<file path="src/rtl/ssfe_pkg.sv">
`default_nettype none
package ssfe_pkg;

   localparam int DEF_FRAME_WIDTH  = 64;
   localparam int DEF_FRAME_HEIGHT = 64;
   localparam int DEF_STACK_DEPTH  = 64;

   localparam logic [1:0] OPC_WRITE = 2'd0;
   localparam logic [1:0] OPC_READ  = 2'd1;
   localparam logic [1:0] OPC_FILL  = 2'd2;

   typedef struct packed {
      logic [1:0]  opcode;
      logic [5:0]  x_coord;
      logic [5:0]  y_coord;
      logic [23:0] color;
      logic [23:0] border_color;
   } req_type;

   typedef struct packed {
      logic [23:0] read_color;
      logic        status;
   } rsp_type;

   typedef enum logic [4:0] {
      S_CLEAR, S_IDLE, S_RD_W, S_SEED_C, S_LEFT_P, S_LEFT_C, S_RIGHT_P, S_RIGHT_C,
      S_POP, S_LATCH, S_PAINT, S_ROW, S_B0_P, S_B0_C, S_B_P, S_B_C, S_A0_P, S_A0_C,
      S_A_P, S_A_C, S_XB, S_SK_P, S_SK_C, S_RUN_P, S_RUN_C, S_NEXTK, S_DONE
   } state_type;

   typedef enum logic [4:0] {
      OP_NONE, OP_CLEAR, OP_ACCEPT, OP_READ_LATCH, OP_PR_L, OP_CK_L, OP_PR_R, OP_CK_R,
      OP_POP, OP_LATCH, OP_PAINT, OP_ROW, OP_PR_B, OP_PR_BP1, OP_CK_B, OP_PR_A,
      OP_PR_AM1, OP_CK_A, OP_X_FROM_B, OP_PR_X, OP_CK_SK, OP_CK_RUN, OP_NEXTK,
      OP_LOAD_RSP
   } dp_op_type;

   typedef struct packed {
      logic open;
      logic clear_done;
      logic rsp_free;
      logic stack_empty;
      logic stack_full;
      logic x_le_sr;
      logic x_lt_a;
      logic ny_ok;
      logic k;
   } dp_status_type;

endpackage
`default_nettype wire

</file>
<file path="src/rtl/ssfe_ctrl.sv">
`default_nettype none
module ssfe_ctrl
   import ssfe_pkg::*;
(
   input  wire logic          clock,
   input  wire logic          reset,
   input  wire logic          req_valid,
   input  wire logic [1:0]    req_opcode,
   input  wire dp_status_type st,
   output logic               req_ready,
   output dp_op_type          op
);

   state_type state_ff, state_in;

   always_ff @(posedge clock) begin
      if (reset) state_ff <= S_CLEAR;
      else       state_ff <= state_in;
   end

   always_comb begin
      state_in = state_ff;
      unique case (state_ff)
         S_CLEAR:   if (st.clear_done) state_in = S_IDLE;
         S_IDLE: begin
            if (req_valid) begin
               unique case (req_opcode)
                  OPC_WRITE: state_in = S_DONE;
                  OPC_READ:  state_in = S_RD_W;
                  OPC_FILL:  state_in = S_SEED_C;
                  default:   state_in = S_DONE;
               endcase
            end
         end
         S_RD_W:    state_in = S_DONE;
         S_SEED_C:  state_in = st.open ? S_LEFT_P : S_DONE;
         S_LEFT_P:  state_in = S_LEFT_C;
         S_LEFT_C:  state_in = st.open ? S_LEFT_P : S_RIGHT_P;
         S_RIGHT_P: state_in = S_RIGHT_C;
         S_RIGHT_C: state_in = st.open ? S_RIGHT_P : S_POP;
         S_POP:     state_in = st.stack_empty ? S_DONE : S_LATCH;
         S_LATCH:   state_in = S_PAINT;
         S_PAINT:   if (!st.x_le_sr) state_in = S_ROW;
         S_ROW: begin
            if (st.ny_ok)  state_in = S_B0_P;
            else if (st.k) state_in = S_POP;
            else           state_in = S_ROW;
         end
         S_B0_P:    state_in = S_B0_C;
         S_B0_C:    state_in = st.open ? S_B_P : S_A0_P;
         S_B_P:     state_in = S_B_C;
         S_B_C:     state_in = st.open ? S_B_P : S_A0_P;
         S_A0_P:    state_in = S_A0_C;
         S_A0_C:    state_in = st.open ? S_A_P : S_XB;
         S_A_P:     state_in = S_A_C;
         S_A_C:     state_in = st.open ? S_A_P : S_XB;
         S_XB:      state_in = S_SK_P;
         S_SK_P:    state_in = st.x_lt_a ? S_NEXTK : S_SK_C;
         S_SK_C:    state_in = st.open ? S_RUN_P : S_SK_P;
         S_RUN_P:   state_in = S_RUN_C;
         S_RUN_C: begin
            if (st.open)            state_in = S_RUN_P;
            else if (st.stack_full) state_in = S_DONE;
            else                    state_in = S_SK_P;
         end
         S_NEXTK:   state_in = st.k ? S_POP : S_ROW;
         S_DONE:    if (st.rsp_free) state_in = S_IDLE;
         default:   state_in = S_CLEAR;
      endcase
   end

   always_comb begin
      op        = OP_NONE;
      req_ready = 1'b0;
      unique case (state_ff)
         S_CLEAR:   op = OP_CLEAR;
         S_IDLE: begin
            req_ready = 1'b1;
            if (req_valid) op = OP_ACCEPT;
         end
         S_RD_W:    op = OP_READ_LATCH;
         S_LEFT_P:  op = OP_PR_L;
         S_LEFT_C:  op = OP_CK_L;
         S_RIGHT_P: op = OP_PR_R;
         S_RIGHT_C: op = OP_CK_R;
         S_POP:     if (!st.stack_empty) op = OP_POP;
         S_LATCH:   op = OP_LATCH;
         S_PAINT:   op = OP_PAINT;
         S_ROW:     op = OP_ROW;
         S_B0_P:    op = OP_PR_B;
         S_B_P:     op = OP_PR_BP1;
         S_B_C:     op = OP_CK_B;
         S_A0_P:    op = OP_PR_A;
         S_A_P:     op = OP_PR_AM1;
         S_A_C:     op = OP_CK_A;
         S_XB:      op = OP_X_FROM_B;
         S_SK_P:    if (!st.x_lt_a) op = OP_PR_X;
         S_SK_C:    op = OP_CK_SK;
         S_RUN_P:   op = OP_PR_X;
         S_RUN_C:   op = OP_CK_RUN;
         S_NEXTK:   op = OP_NEXTK;
         S_DONE:    if (st.rsp_free) op = OP_LOAD_RSP;
         default:   op = OP_NONE;
      endcase
   end

endmodule
`default_nettype wire

</file>
<file path="config.mk">
export PLATFORM = sky130hd
export DESIGN_NAME = ssfe_ctrl
export DESIGN_NICKNAME = d
export VERILOG_FILES = /design/src/rtl/ssfe_pkg.sv /design/src/rtl/ssfe_ctrl.sv
export SDC_FILE = /design/constraint.sdc
export NUM_CORES = 1
export LEC_CHECK = 0
export BUFFER_PORTS_ARGS = -buffer_cell sky130_fd_sc_hd__buf_2
export CAP_MARGIN = 20
export CORE_MARGIN = 2
export CORE_UTILIZATION = 34
export CTS_BUF_LIST = sky130_fd_sc_hd__clkbuf_8
export DETAILED_ROUTE_END_ITERATION = 7
export PLACE_DENSITY = 0.62
export SLEW_MARGIN = 40
export SYNTH_ARGS = -nofsm -noshare
export SYNTH_HDL_FRONTEND = slang
export SYNTH_SLANG_ARGS = --single-unit
</file>
<file path="constraint.sdc">
create_clock -name clock -period 2.5 [get_ports clock]
set_clock_uncertainty 0.05 [all_clocks]
set_input_delay 0.125 -clock clock [delete_from_list [all_inputs] [get_ports clock]]
set_output_delay 0.125 -clock clock [all_outputs]
set_load 0.01 [all_outputs]
</file>
Word level (Yosys, flattened, before mapping). Cells that the tools add are included.

Bits in registers: 5. Bits in latches: 0. RAM bits: 0. Bits in read-only memories: 0. Input bits: 14. Output and inout bits: 6. Logic and storage cells: 61. Memories: 0.

Add/sub/neg operators: 0. Multipliers: 0. Div/mod/pow operators: 0. Order comparisons: 0. Equality and inequality tests: 32. Shifts and indexed selects: 0. Multiplexer cells: 24. Bitwise operators: 0. Reduce and logical (&&, ||, !) cells: 4.

Operators with widths (number): case mux 5 bit (25 select lines) (1); case mux 5 bit (24 select lines) (1); equality test 5 bit, second input constant (11); 2-to-1 mux 5 bit (9); equality test 5 x 4 -> 1 bit, second input constant (8); equality test 5 x 3 -> 1 bit, second input constant (4); 2-to-1 mux 4 bit (5); equality test 5 x 2 -> 1 bit, second input constant (2); case mux 5 bit (2 select lines) (1); 2-to-1 mux 2 bit (4); != test 2 bit, second input constant (4); 2-to-1 mux 3 bit (2); equality test 5 x 1 -> 1 bit, second input constant (1); zero test 5 bit (1); AND reduction 4 bit (1); OR reduction 2 bit (2); equality test 2 x 1 -> 1 bit, second input constant (1); equality test 2 bit, second input constant (1); 2-to-1 mux 1 bit (1).

Logic depth before layout (Yosys ltp).
Depth after elaboration: 4. Depth in mapped cells: 7. Gate-level depth less buffers: 7.

Worst setup path before layout. Ideal clock, no wire load.

Kind: flip-flop to flip-flop. From: reg state_ff[3]. To: reg state_ff[1]. Library setup time: 125 ps. Data arrival time: 1315 ps. Data required time: 2325 ps. Slack: 1010 ps. Cell stages (with the launch flop): 7. Path buffers: 2. Clock period less this slack: 1490 ps. Cell sequence: dfxtp_1 -> buf_2 -> buf_2 -> nor3_1 -> o21ai_0 -> o211ai_1 -> o41a_1.

Cells in the longest elaborated chain, start to end: 3. Elaborated cells on any way between the ends: 35. Classes of those cells: 30 x eq/ne; 1 x mux; 4 x reduce/logical.

Ends and longest elaborated chain: start, declared (RTL line ssfe_ctrl.sv:14) `state_type state_ff, state_in;`; start signal, assigned (RTL line ssfe_ctrl.sv:18) `else state_ff <= state_in;`; equality test 5 bit, or another cell as far along (RTL line ssfe_ctrl.sv:23) `unique case (state_ff)`; OR reduction 2 bit (no line) / != test 2 bit (equally long branches); case mux 5 bit (25 select lines) / AND reduction 4 bit (equally long branches).

Several ways; a longest one is shown, not always the timed one. A chain may end at the register's enable or synchronous reset.

Final worst setup path.
From: reg state_ff[0]. To: out op[0].

Cells in the longest elaborated chain, start to end: 2. Elaborated cells on any way between the ends: 25. Classes of those cells: 23 x eq/ne; 1 x mux; 1 x reduce/logical.

Ends and longest elaborated chain: equality test 5 bit, or another cell as far along (RTL line ssfe_ctrl.sv:75) `unique case (state_ff)`; case mux 5 bit (24 select lines) (*) (RTL line ssfe_ctrl.sv:75); end, declared (RTL line ssfe_ctrl.sv:11) `output dp_op_type op`.

Mark *: on every way between the ends. The rest lies on a longest branch, timed or not.

==> impl_metrics.tcl <==
set metrics [dict create \
    maxSlewViolCount 0 \
    worstPathMaxFanout 12 \
    slowest_stage "nor2b_1" \
    cts_tree "yes" \
    p_per_area_nw_per_um2 1253 \
    grt_pass1_wl_um 5589 \
    overflow 0 \
    setup_viol 0 \
    path_cells "buf_4 -> nor2b_1 -> a21oi_1 -> o32ai_1 -> a221o_1 -> buf_2" \
    synth_top_area_share 0.1011 \
    rsz0062_at_grt "no" \
    status "completed" \
    fin_setup_tns_ns 0 \
    path_class "reg2out" \
    avgSynthCellArea_sq_um 6.597 \
    largest_register_ffs 5 \
    gp_congestion 0.9603 \
    cts_buffers 3 \
    max_cap_violations 0 \
    max_stage_delay_ns 0.47 \
    fin_cells 227 \
    cts_setup_buffers 0 \
    grt_usage 0.2030 \
    clk_pin_slew_ns 0.03 \
    end_kind "primary output" \
    synth_area_leader_cell "o21ai_0" \
    min_period_ns 2.036 \
    async_flop_share 0 \
    startpoint "state_ff[0]" \
    p_leak_nw 0.4658 \
    core-area_sq_um 3053 \
    synth_nets 180 \
    netlist_area_sq_um 1089 \
    firstDrtPassIters 5 \
    critical-path-top-delay-family "compound AO/OA/AOI/OAI gates" \
    drt_iter0_drc 107 \
    max_flop_register "state_ff" \
    grt_max_degree 25 \
    synth_common_cells "22 x o21ai_0, 17 x a21oi_1, 15 x nand2_1, 9 x nor2_1" \
    portBuffers 19 \
    ctsHtreeMaxLevel 1 \
    antenna_found_initial 0 \
    drc 0 \
    maxSlewHeadroom 0.6238 \
    yosysSeqAreaShare 0.09195 \
    n_fill_cell 347 \
    ys_types 53 \
    reg_top3 "state_ff (5)" \
    via_count 1372 \
    hp-class "in2reg" \
    crit_buf_inv 2 \
    start_util 0.3566 \
    holdBufCountCts 0 \
    yosysWarnings 0 \
    insertedDiodeCount 0 \
    cts_resized 0 \
    ant_nets 0 \
    arrival_ns 1.86 \
    nNetsFinal 199 \
    netlist_top_cells_area "o21ai_0 10%, dfxtp_1 9.2%, a21oi_1 7.8%, nand2_1 5.2%, buf_4 3.4%" \
    die-area_sq_um 3670 \
    fmax_mhz 491.2 \
    final.period_utilization 0.8143 \
    die_h_um 60.58 \
    cts_buffer_depth 2 \
    syn_inst 165 \
    syn_to_final_growth_pct 15.17 \
    r2r_slack_ns 0.50 \
    worst_ep_required_time_ns 2.33 \
    crit_end "op[0]" \
    power_mw 1.571 \
    hpwlAfterDp_um 2655 \
    insertion_delay_ns 0.23 \
    grt_pass1_vias 1158 \
    placed_cells 223 \
    ios 20 \
    r2r_start "state_ff[3]" \
    cp.depth 6 \
    synth_enable_flop_cells 0 \
    wire_per_inst_um 15.56 \
    routed_wl_um 3532 \
    via_per_inst 6.044 \
    hold_violations 0 \
    tightestPinTransition_ns 0.5631 \
    rows 20 \
    ir_drop_mv 0.4631 \
    r2r_end "state_ff[1]" \
    clock-sinks 5 \
    die_x_um 60.58 \
    finalCoreUtilization 0.4107 \
    ys_seq_elements 5 \
    ys.flop_type "dfxtp_1" \
    r2r_cells 6 \
    start_kind "flop" \
    synth.most_common_cell "o21ai_0" \
    root_buffer "clkbuf_8" \
    drive_gt1_frac 0.2240 \
]
## layout by cell type, fill, tap and decap left out, drive strengths merged, types with 2 or more instances in the layout
cell type / count
nor2b: 7
nand2b: 4
a211oi: 2
and2b: 4
nor3: 5
a32oi: 3
o211ai: 2
clkbuf: 3
a311oi: 2
inv: 8
o32a: 2
and2: 3
dfxtp: 5
nand2: 15
o22ai: 2
and3b: 2
or3: 2
nor3b: 3
a31oi: 4
buf: 28
a21oi: 17
or2: 2
a22oi: 2
o21a: 3
nand3: 3
and3: 2
o21ai: 23
nor2: 12
## final cells by class
type                    instances  area (sq um)  area share
inverters                       7         26.28     0.02096
clock inverters                 1         3.754    0.002994
well taps                      44         55.05     0.04391
flip-flops and latches          5         100.1     0.07984
multi-input cells             139         864.6      0.6896
repair buffers                 28         162.7      0.1297
clock buffers                   3         41.29     0.03293
## layer usage
| metal | global-route usage | up-vias | wire [um] |
|---|---|---|---|
| li1 | - | 651 | - |
| met3 | 0.01493 | 11 | 322 |
| met5 | 0 | - | 0 |
| met4 | 0.1056 | 0 | 99 |
| met1 | 0.2991 | 622 | 1502 |
| met2 | 0.2934 | 88 | 1608 |
## stage by stage
stage	hold slack, ns	setup slack [ns]	area [sq um]
after floorplan	0.1444	1.010	1089
after global placement	0.2957	0.5500	1209
after detailed placement	0.2893	0.5586	1209
after CTS	0.05714	0.5056	1254
after global routing	0.08192	0.3936	1254
final	0.06019	0.4643	1254
## power breakdown
part / total, mW / switching, mW / leakage [nW] / internal (mW)
clock: 0.148 / 0.0423 / 0.0269 / 0.105
sequential: 0.172 / 0.0571 / 0.0409 / 0.115
combinational: 1.25 / 0.747 / 0.398 / 0.505
## logic make-up after synthesis
kind of cell / Yosys count / synth area share
compound gates: 69 / 0.4103
simple gates: 68 / 0.3632
buf+inv: 21 / 0.1138
flops: 5 / 0.09196
mux: 1 / 0.009196
fa+ha+maj: 1 / 0.01149
## worst min path at each step
| stage | startpoint | to | depth (start not counted) |
|---|---|---|---|
| 4_1_cts | reset | state_ff[2] | 2 |
| 3_5_place_dp | reset | state_ff[2] | 2 |
| 5_1_grt | reset | state_ff[4] | 2 |
| 3_3_place_gp | reset | state_ff[2] | 2 |
| 6_report | reset | state_ff[2] | 2 |
| 2_1_floorplan | reset | state_ff[2] | 1 |
(Power assumes the default switching activity.)
